File: config.mk
export PLATFORM = sky130hd
export DESIGN_NAME = three_axis_linear_move_interpolator
export DESIGN_NICKNAME = d
export VERILOG_FILES = /design/src/rtl/core/tlmi_pkg.sv /design/src/rtl/core/three_axis_linear_move_interpolator.sv
export SDC_FILE = /design/constraint.sdc
export NUM_CORES = 1
export LEC_CHECK = 0
export BUFFER_PORTS_ARGS = -buffer_cell sky130_fd_sc_hd__buf_2
export CORE_MARGIN = 2
export CORE_UTILIZATION = 25
export CTS_CLUSTER_DIAMETER = 40
export DETAILED_ROUTE_END_ITERATION = 8
export SLEW_MARGIN = 20
export SYNTH_ARGS = -nofsm -noshare
export SYNTH_HDL_FRONTEND = slang
export SYNTH_SLANG_ARGS = --single-unit
export TNS_END_PERCENT = 100
File: constraint.sdc
create_clock -name clk_i -period 6.4 [get_ports clk_i]
set_input_delay 0.64 -clock clk_i [delete_from_list [all_inputs] [get_ports clk_i]]
set_output_delay 0.64 -clock clk_i [all_outputs]
set_load 0.01 [all_outputs]
File: src/rtl/core/tlmi_pkg.sv
// shared constants and beat types of the three-axis linear move interpolator
package tlmi_pkg;

  localparam int unsigned AXES        = 3;
  localparam int unsigned ANGLE_WIDTH = 16;
  localparam int unsigned T_FRAC_BITS = 16;
  localparam int unsigned TIME_WIDTH  = 32;
  localparam int unsigned DUR_WIDTH   = 16;

  localparam logic CMD_START  = 1'b0;
  localparam logic CMD_UPDATE = 1'b1;

  typedef logic signed [ANGLE_WIDTH-1:0] angle_t;

  typedef struct packed {
    logic                  cmd;
    logic [TIME_WIDTH-1:0] now_ms;
    angle_t                target_angle_1;
    angle_t                target_angle_2;
    angle_t                target_angle_3;
    logic [DUR_WIDTH-1:0]  move_duration_ms;
  } in_t;

  typedef struct packed {
    angle_t angle_1;
    angle_t angle_2;
    angle_t angle_3;
    logic   motion_done;
  } out_t;

endpackage

File: src/rtl/core/three_axis_linear_move_interpolator.sv
// three-axis timed linear move interpolator with bit-serial divide and multiply
//
// A start beat either jumps to its targets at once (duration 0, one result with
// motion_done set) or loads a move and gives no result. An update beat while a
// move runs gives one result. An update beat whose move is complete (elapsed
// time at or past the duration) gives the end angles directly. Any other update
// runs a restoring divider one quotient bit per cycle and then a shift-add
// multiplier one bit of t per cycle for all three axes in parallel, and its
// result then goes to the output register. The output register lets the result
// wait while the next beat is taken.
module three_axis_linear_move_interpolator (
  input  logic           clk_i,
  input  logic           rst_ni,
  input  logic           in_valid_i,
  output logic           in_ready_o,
  input  tlmi_pkg::in_t  in_data_i,
  output logic           out_valid_o,
  input  logic           out_ready_i,
  output tlmi_pkg::out_t out_data_o
);

  localparam int unsigned AW    = tlmi_pkg::ANGLE_WIDTH;
  localparam int unsigned TB    = tlmi_pkg::T_FRAC_BITS;
  localparam int unsigned DW    = tlmi_pkg::DUR_WIDTH;
  localparam int unsigned TW    = tlmi_pkg::TIME_WIDTH;
  localparam int unsigned NAX   = tlmi_pkg::AXES;
  localparam int unsigned ACC_W = AW + 2;
  localparam int unsigned CNT_W = $clog2(TB);

  typedef enum logic [3:0] {
    ST_IDLE   = 4'b0001,
    ST_DIV    = 4'b0010,
    ST_MUL    = 4'b0100,
    ST_RESULT = 4'b1000
  } state_e;

  state_e state_q, state_d;

  tlmi_pkg::angle_t cur_q   [NAX];
  tlmi_pkg::angle_t start_q [NAX];
  tlmi_pkg::angle_t end_q   [NAX];
  tlmi_pkg::angle_t res_q   [NAX];
  tlmi_pkg::angle_t res_d   [NAX];
  logic signed [ACC_W-1:0] acc_q [NAX];
  logic signed [ACC_W-1:0] acc_d [NAX];
  logic signed [ACC_W:0]   mul_sum [NAX];
  logic signed [AW:0]      diff    [NAX];
  tlmi_pkg::angle_t tgt [NAX];

  logic [TW-1:0]    start_time_q;
  logic [DW-1:0]    len_q;
  logic             moving_q;
  logic             res_done_q;
  logic [DW-1:0]    rem_q, rem_d;
  logic [TB-1:0]    t_q, t_d;
  logic [CNT_W-1:0] cnt_q;
  logic             out_valid_q;
  tlmi_pkg::out_t   out_q, out_pack;

  logic          in_acc, out_free, cnt_last, t_full, div_ge;
  logic [TW-1:0] elapsed;
  logic [DW:0]   rem_sh, rem_sub;

  assign in_ready_o  = (state_q == ST_IDLE);
  assign in_acc      = in_valid_i && in_ready_o;
  assign out_free    = !out_valid_q || out_ready_i;
  assign out_valid_o = out_valid_q;
  assign out_data_o  = out_q;
  assign cnt_last    = (cnt_q == CNT_W'(TB - 1));

  assign tgt[0] = in_data_i.target_angle_1;
  assign tgt[1] = in_data_i.target_angle_2;
  assign tgt[2] = in_data_i.target_angle_3;

  // an elapsed time at or past the duration means t is full
  assign elapsed = in_data_i.now_ms - start_time_q;
  assign t_full  = (len_q == '0) || (elapsed >= TW'(len_q));

  // one restoring divide step: remainder stays below the length
  assign rem_sh  = {rem_q, 1'b0};
  assign rem_sub = rem_sh - {1'b0, len_q};
  assign div_ge  = (rem_sh >= {1'b0, len_q});
  assign rem_d   = div_ge ? rem_sub[DW-1:0] : rem_sh[DW-1:0];

  always_comb begin
    t_d = t_q;
    unique case (state_q)
      ST_DIV:  t_d = {t_q[TB-2:0], div_ge};
      ST_MUL:  t_d = t_q >> 1;
      default: t_d = t_q;
    endcase
  end

  // lsb-first shift-add, each step floors by two so the end value is floor(t*diff/2^TB)
  always_comb begin
    for (int a = 0; a < NAX; a++) begin
      diff[a]    = {end_q[a][AW-1], end_q[a]} - {start_q[a][AW-1], start_q[a]};
      mul_sum[a] = {acc_q[a][ACC_W-1], acc_q[a]}
                 + (t_q[0] ? (ACC_W+1)'(diff[a]) : '0);
      acc_d[a]   = mul_sum[a][ACC_W:1];
      res_d[a]   = start_q[a] + acc_d[a][AW-1:0];
    end
  end

  always_comb begin
    out_pack.angle_1     = res_q[0];
    out_pack.angle_2     = res_q[1];
    out_pack.angle_3     = res_q[2];
    out_pack.motion_done = res_done_q;
  end

  always_comb begin
    state_d = state_q;
    unique case (state_q)
      ST_IDLE: begin
        if (in_acc) begin
          if (in_data_i.cmd == tlmi_pkg::CMD_START) begin
            if (in_data_i.move_duration_ms == '0) state_d = ST_RESULT;
          end else if (moving_q) begin
            state_d = t_full ? ST_RESULT : ST_DIV;
          end
        end
      end
      ST_DIV: begin
        if (cnt_last) state_d = ST_MUL;
      end
      ST_MUL: begin
        if (cnt_last) state_d = ST_RESULT;
      end
      ST_RESULT: begin
        if (out_free) state_d = ST_IDLE;
      end
      default: state_d = ST_IDLE;
    endcase
  end

  always_ff @(posedge clk_i or negedge rst_ni) begin
    if (!rst_ni) begin
      state_q      <= ST_IDLE;
      moving_q     <= 1'b0;
      out_valid_q  <= 1'b0;
      cnt_q        <= '0;
      start_time_q <= '0;
      len_q        <= '0;
      for (int a = 0; a < NAX; a++) begin
        cur_q[a]   <= '0;
        start_q[a] <= '0;
        end_q[a]   <= '0;
      end
    end else begin
      state_q <= state_d;
      if (state_q == ST_RESULT && out_free) begin
        out_valid_q <= 1'b1;
      end else if (out_valid_q && out_ready_i) begin
        out_valid_q <= 1'b0;
      end
      unique case (state_q)
        ST_IDLE: begin
          cnt_q <= '0;
          if (in_acc && in_data_i.cmd == tlmi_pkg::CMD_START) begin
            if (in_data_i.move_duration_ms == '0) begin
              moving_q <= 1'b0;
            end else begin
              moving_q     <= 1'b1;
              start_time_q <= in_data_i.now_ms;
              len_q        <= in_data_i.move_duration_ms;
              for (int a = 0; a < NAX; a++) begin
                start_q[a] <= cur_q[a];
                end_q[a]   <= tgt[a];
              end
            end
          end
        end
        ST_DIV, ST_MUL: begin
          cnt_q <= cnt_q + CNT_W'(1);
        end
        ST_RESULT: begin
          if (out_free) begin
            if (res_done_q) moving_q <= 1'b0;
            for (int a = 0; a < NAX; a++) cur_q[a] <= res_q[a];
          end
        end
        default: cnt_q <= '0;
      endcase
    end
  end

  // datapath registers, no reset needed
  always_ff @(posedge clk_i) begin
    t_q <= t_d;
    unique case (state_q)
      ST_IDLE: begin
        rem_q <= elapsed[DW-1:0];
        for (int a = 0; a < NAX; a++) acc_q[a] <= '0;
        if (in_acc) begin
          if (in_data_i.cmd == tlmi_pkg::CMD_START) begin
            res_done_q <= 1'b1;
            for (int a = 0; a < NAX; a++) res_q[a] <= tgt[a];
          end else begin
            // full t lands exactly on the end angles
            res_done_q <= 1'b1;
            for (int a = 0; a < NAX; a++) res_q[a] <= end_q[a];
          end
        end
      end
      ST_DIV: begin
        rem_q <= rem_d;
      end
      ST_MUL: begin
        for (int a = 0; a < NAX; a++) acc_q[a] <= acc_d[a];
        if (cnt_last) begin
          res_done_q <= 1'b0;
          for (int a = 0; a < NAX; a++) res_q[a] <= res_d[a];
        end
      end
      ST_RESULT: begin
        if (out_free) out_q <= out_pack;
      end
      default: rem_q <= rem_q;
    endcase
  end

`ifndef SYNTHESIS
  a_done_ends_move: assert property (@(posedge clk_i) disable iff (!rst_ni)
    (state_q == ST_RESULT && out_free) |=> (out_q.motion_done != moving_q))
    else $error("motion_done disagrees with move state");

  a_mul_only_moving: assert property (@(posedge clk_i) disable iff (!rst_ni)
    (state_q == ST_MUL || state_q == ST_DIV) |-> moving_q)
    else $error("interpolation running without an active move");

  a_rem_below_len: assert property (@(posedge clk_i) disable iff (!rst_ni)
    (state_q == ST_DIV) |-> (rem_q < len_q))
    else $error("divider remainder not below move length");
`endif

endmodule
* After elaboration in Yosys (flattened, before gate mapping)
Memory sizes are Yosys's and may differ from the RTL's.
Cells that the tools add are included.
** Word-level totals
- Memories kept :: 2
- Bits in read-only memories :: 0
- Latch bits :: 0
- Logic and storage cells :: 132
- Register bits after elaboration :: 284
- Bits in writable memories :: 102
** Operators by class
- Bitwise gates (word level) :: 11
- Shift operators :: 0
- Mux-type cells :: 50
- Add/subtract/negate cells :: 12
- $mul :: 0
- Equal/unequal tests :: 13
- Divide/modulo/power cells :: 0
- Order comparisons :: 2
- Reductions and logical operators :: 20
** Memories
- acc_q :: depth 3, width 18, rd ports 3, clocked after memory_dff 0, wr ports 3, line three_axis_linear_move_interpolator.sv:44 : logic signed [ACC_W-1:0] acc_q [NAX];
- res_q :: depth 3, width 16, rd ports 3, clocked after memory_dff 0, wr ports 3, line three_axis_linear_move_interpolator.sv:42 : tlmi_pkg::angle_t res_q [NAX];
** Operators by type and width (number)
- 2-to-1 mux 16 bit :: 7
- one-hot mux 16 bit (2 select lines) :: 2
- adder 19 bit :: 3
- 2-to-1 mux 19 bit :: 3
- 2-to-1 mux 18 bit :: 3
- subtractor 16 x 16 -> 17 bit :: 3
- adder 16 bit :: 3
- >= comparator 32 x 16 -> 1 bit :: 1
- zero test 16 bit :: 2
- 2-to-1 mux 4 bit :: 8
- subtractor 32 bit :: 1
- 2-to-1 mux 1 bit :: 23
- >= comparator 17 x 16 -> 1 bit :: 1
- one-hot mux 4 bit (4 select lines) :: 1
- subtractor 16 bit :: 1
- nonzero test 2 bit :: 5
- OR 1 bit :: 9
- equality test 4 bit (second input constant) :: 2
- != test 2 bit (second input constant) :: 4
- one-hot mux 4 bit (2 select lines) :: 1
- AND reduction 3 bit :: 2
- AND reduction 6 bit :: 1
- adder 4 x 1 -> 4 bit (second input constant) :: 1
- equality test 4 x 1 -> 1 bit (second input constant) :: 1
- other kinds (13) :: 20

* Depth between registers and ports, before layout
- Depth in word-level cells :: 8
- Gate-level depth with buffers :: 29

* Worst setup path before layout
No wires, ideal clock.
- Kind :: reg-to-reg
- From :: register start_q[1] (netlist bit)
- To :: memory res_q[0][47] (netlist bit), data pin
- Data required time :: 6130 ps
- Data arrival time :: 4782 ps
- Cell stages (with the launch flop) :: 27
- Period minus slack after synthesis :: 5052 ps
- Slack :: 1348 ps
- Cell sequence :: dfrtp_1 -> inv_1 -> ha_1 -> nor2b_1 -> o21ai_0 -> a21oi_1 -> o21ai_0 -> nand2b_1 -> a21oi_1 -> o21ai_0 -> xor2_1 -> and2_1 -> ha_1 -> or3_1 -> o21ai_0 -> a21oi_1 -> xor2_1 -> ha_1 -> nand2_1 -> o41ai_1 -> nand3_1 -> a2111oi_0 -> o21a_1 -> nor2_1 -> xnor2_1 -> xnor2_1 -> a21oi_1
** RTL lines
- start: declaration :: line three_axis_linear_move_interpolator.sv:40 : tlmi_pkg::angle_t start_q [NAX];
- start signal: indexed assignment :: line three_axis_linear_move_interpolator.sv:168 : start_q[a] <= cur_q[a];
- end: declaration :: line three_axis_linear_move_interpolator.sv:42

==> results by stage <==
STA:
- After layout, the minimum clock period comes to 5.84 ns.
- The final setup skew is 0.0538 ns.
- The count of final setup violators is 0.
- The number of max-slew violations in the final report came to 0.
- The post-route clock period utilization is 91.2%.
- The worst relative slew slack is 27.0%.
- The maximum achievable frequency is 171 MHz.
- The setup TNS after final layout is 0 ns.
- At the pin with the least slew margin, the transition time is 1.10 ns.
- The final count of hold timing violations is 0.
- Setup repair after global routing left no endpoint under its margin.

Clock network:
- After clock tree synthesis, the clock-pin slew on the worst setup and hold paths is 0.06 ns.
- The deepest level of the CTS H-tree is 3.
- The number of setup buffers added after CTS is 0.
- The hold buffer count at cts is 0.
- The number of clock buffers added by TritonCTS is 82.
- The clock passes through at most 3 buffers.
- In this run, post-CTS repair resized a total of 0 instances.
- The CTS root buffer is clkbuf_16.
- The clock tree from TritonCTS is built.
- The source-to-sink clock delay at the later pin of the worst-skew pair is 0.65 ns.
- The number of sinks on the clock net is 386.

Synthesis:
- For this run, the register share of the synthesized area comes to 42.9%.
- In the post-synthesis netlist, the cell with the most instances is nand2_1.
- The cell taking the most area after synthesis is edfxtp_1.
- Summed over its instances, the top area cell type makes up 22.4% of the synthesized netlist area.
- The count of cell types in the netlist is 79.
- After synthesis, the share of flip-flops with an asynchronous set or reset is 52.3%.
- Yosys mapped a number of flops with a built-in enable equal to 184.
- Yosys attributes the largest share of cell area to edfxtp_1, dfrtp_1, ha_1.
- The synthesized netlist occupies a cell area of 0.0247 mm^2.
- Synthesis handed over a netlist of 2,445 instances.
- The post-synthesis area per instance is 10.1 um^2.
- Synthesis inferred 386 register bits.
- The net count of the mapped netlist is 2,770.
- In the synthesized netlist the dominant register cell turns out to be dfrtp_1.
- The number of warning messages in the yosys log is 0.
- Sorting the synthesized cells by how often they occur yields nand2_1, ha_1, dfrtp_1.

Finish:
- The final standard cell utilization of the core is 30.4%.
- Summing all flip-flop and latch instances after layout gives 0.0106 mm^2.
- Of the cells placed in the final design, the portion with a size suffix greater than 1 is 18.1%.
- The final net count is 2,954.
- The area occupied by multi-input gates is 0.0133 mm^2.
- The filler cells instantiated in the layout total 10,188.
- The number of cells in the finished layout apart from fillers is 3,987.
- The area added between synthesis and finish is 20.9%.

Setup path:
- The startpoint identified for the worst register-to-register timing path is start_q[1]$_DFFE_PN0P_.
- The largest fanout on the critical path is 5.
- The terminus of the critical flop-to-flop path is res_q[0][47]$_DFFE_PP_.
- The worst setup path is captured at a flip-flop.
- The number of cells on the worst reg-to-reg path is 26.
- The category of the worst setup path launch point is a flip-flop.
- The worst register-to-register path has a setup slack of 0.56 ns.
- The worst endpoint required time is 6.75 ns.
- For the worst setup path, the data arrival time is 6.18 ns.
- The category of the critical setup timing path is reg -> reg.

Place:
- The quantity of I/O buffers inserted on ports is 151.
- The cell total after placement is 3,832.
- The weighted congestion at the end of routability-driven global placement is 0.863.
- The detailed-placement wirelength estimate is 45,800 um.

Route:
- Dividing the detail-routed via count by the number of cells gives 4.68.
- After detailed routing, the average wire length per cell comes to 15.9 um.
- The post-route DRC violation count is 0.
- For this block, the routed nets add up to 63,600 um of wire.
- The remaining antenna violation count is 0.
- The length of the first detailed-routing pass in iterations is 5.
- The overall via count from detail_route is 18,673.
- The starting DRC count in detailed routing is 1,036.

Floorplan:
- The floorplan has 115 rows.
- The number of primary I/O pins is 152.
- For this configuration, the core starts out at a cell density of 25.2%.
- The floorplan step defined a die boundary enclosing 0.101 mm^2.
- The die is 318 um wide.
- The region available for standard cell placement spans 0.0981 mm^2.
- The die is 318 um tall.

Global route:
- The number of antenna violations at the first check in global routing is 15.
- The number of global-route vias before repair was 18,529.
- The leftover overflow at the end of global routing is 0.
- The pin count of the biggest net entering global routing is 98.
- The first-pass GRT wire length is 102,000 um.
- Global routing used 12.5% of the available tracks.

Flow run:
- Across the run, the number of max-cap violations was 0.

Status:
- The run finished with clean final reports.

Hold path:
- In this run the worst hold path is classified as in -> async.
## critical path, stage by stage (launching register included)
cell       delay (ns)
dfrtp_1          0.46
inv_1            0.07
ha_1             0.28
nor2b_1          0.13
o21ai_0          0.21
a21oi_1          0.12
o21ai_0          0.16
nand2b_1         0.11
a21oi_1          0.19
o21ai_0          0.15
xor2_1           0.17
and2_1           0.17
ha_1             0.33
or3_1            0.36
o21ai_0          0.07
a21oi_1          0.10
xor2_1           0.19
ha_1             0.38
nand2_1          0.07
o41ai_1          0.53
nand3_1          0.23
a2111oi_0        0.46
o21a_1           0.16
nor2_1           0.04
xnor2_1          0.17
xnor2_1          0.14
a21oi_1          0.08
## per-layer routing
layer  wire length, um  vias to the layer above  track usage [%]
li1                  -                     9186                -
met1             29700                     8965             16.4
met2             28300                      381             19.8
met3              3680                      127             3.30
met4              1780                       14             4.20
met5                89                        -                0
## metrics by stage
stage	setup slack, ns	hold WS [ns]	area, um^2
2_1_floorplan	1.35	0.344	24700
3_3_place_gp	0.725	0.429	27000
3_5_place_dp	0.727	0.434	27000
4_1_cts	0.647	0.0869	29800
5_1_grt	0.125	0.145	29800
6_report	0.565	0.0976	29800
## kinds of logic after synthesis
| family | count (synthesis) | share of synthesized area (%) |
|---|---|---|
| compound gates | 473 | 12.1 |
| fa+ha+maj | 224 | 11.7 |
| flops | 386 | 42.9 |
| simple gates | 800 | 15.9 |
| mux | 204 | 9.03 |
| buf+inv | 221 | 3.43 |
| xor+xnor | 137 | 4.97 |
## cells in the final DEF, fill, tap and decap left out, types with 87 or more instances in the layout
cell type,Yosys,final
nand2_1,310,306
inv_1,153,153
ha_1,213,213
buf_2,2,150
o21ai_0,117,117
xnor2_1,96,96
edfxtp_1,184,184
nor2_1,119,118
a21oi_1,144,144
mux2_2,150,150
dfrtp_1,201,201
clkbuf_16,0,87
## cell type report
cell class / count / area share, %
antenna: 1 / 0.00838
clock buffer: 100 / 7.56
clock inverter: 54 / 2.07
inverter: 155 / 1.96
multi-input combinational: 1838 / 44.6
sequential: 386 / 35.5
tap: 1287 / 5.39
timing repair buffer: 166 / 2.94
## state kept, by name, summed over array words and instances, names as in the netlist
signal        count
res_q            48
start_q          48
acc_q            54
out_data_o       49
rem_q            16
t_q              16
end_q            48
start_time_q     32
state_q           4
moving_q          1
len_q            16
cnt_q             4
cur_q            48
out_valid_o       1
res_done_q        1
## worst max-delay path by stage
stage,startpoint,endpoint,slack [ns]
floorplan,start_q[1]$_DFFE_PN0P_,res_q[0][47]$_DFFE_PP_,1.35
global placement,start_q[1]$_DFFE_PN0P_,res_q[0][47]$_DFFE_PP_,0.72
detailed placement,start_q[1]$_DFFE_PN0P_,res_q[0][47]$_DFFE_PP_,0.73
CTS,start_q[1]$_DFFE_PN0P_,res_q[0][47]$_DFFE_PP_,0.65
global route,start_q[1]$_DFFE_PN0P_,res_q[0][47]$_DFFE_PP_,0.13
finish,start_q[1]$_DFFE_PN0P_,res_q[0][47]$_DFFE_PP_,0.56
Power is left out: the tool's default activity adds up to more than one toggle a clock period on the data nets, which glitch-free logic cannot reach.
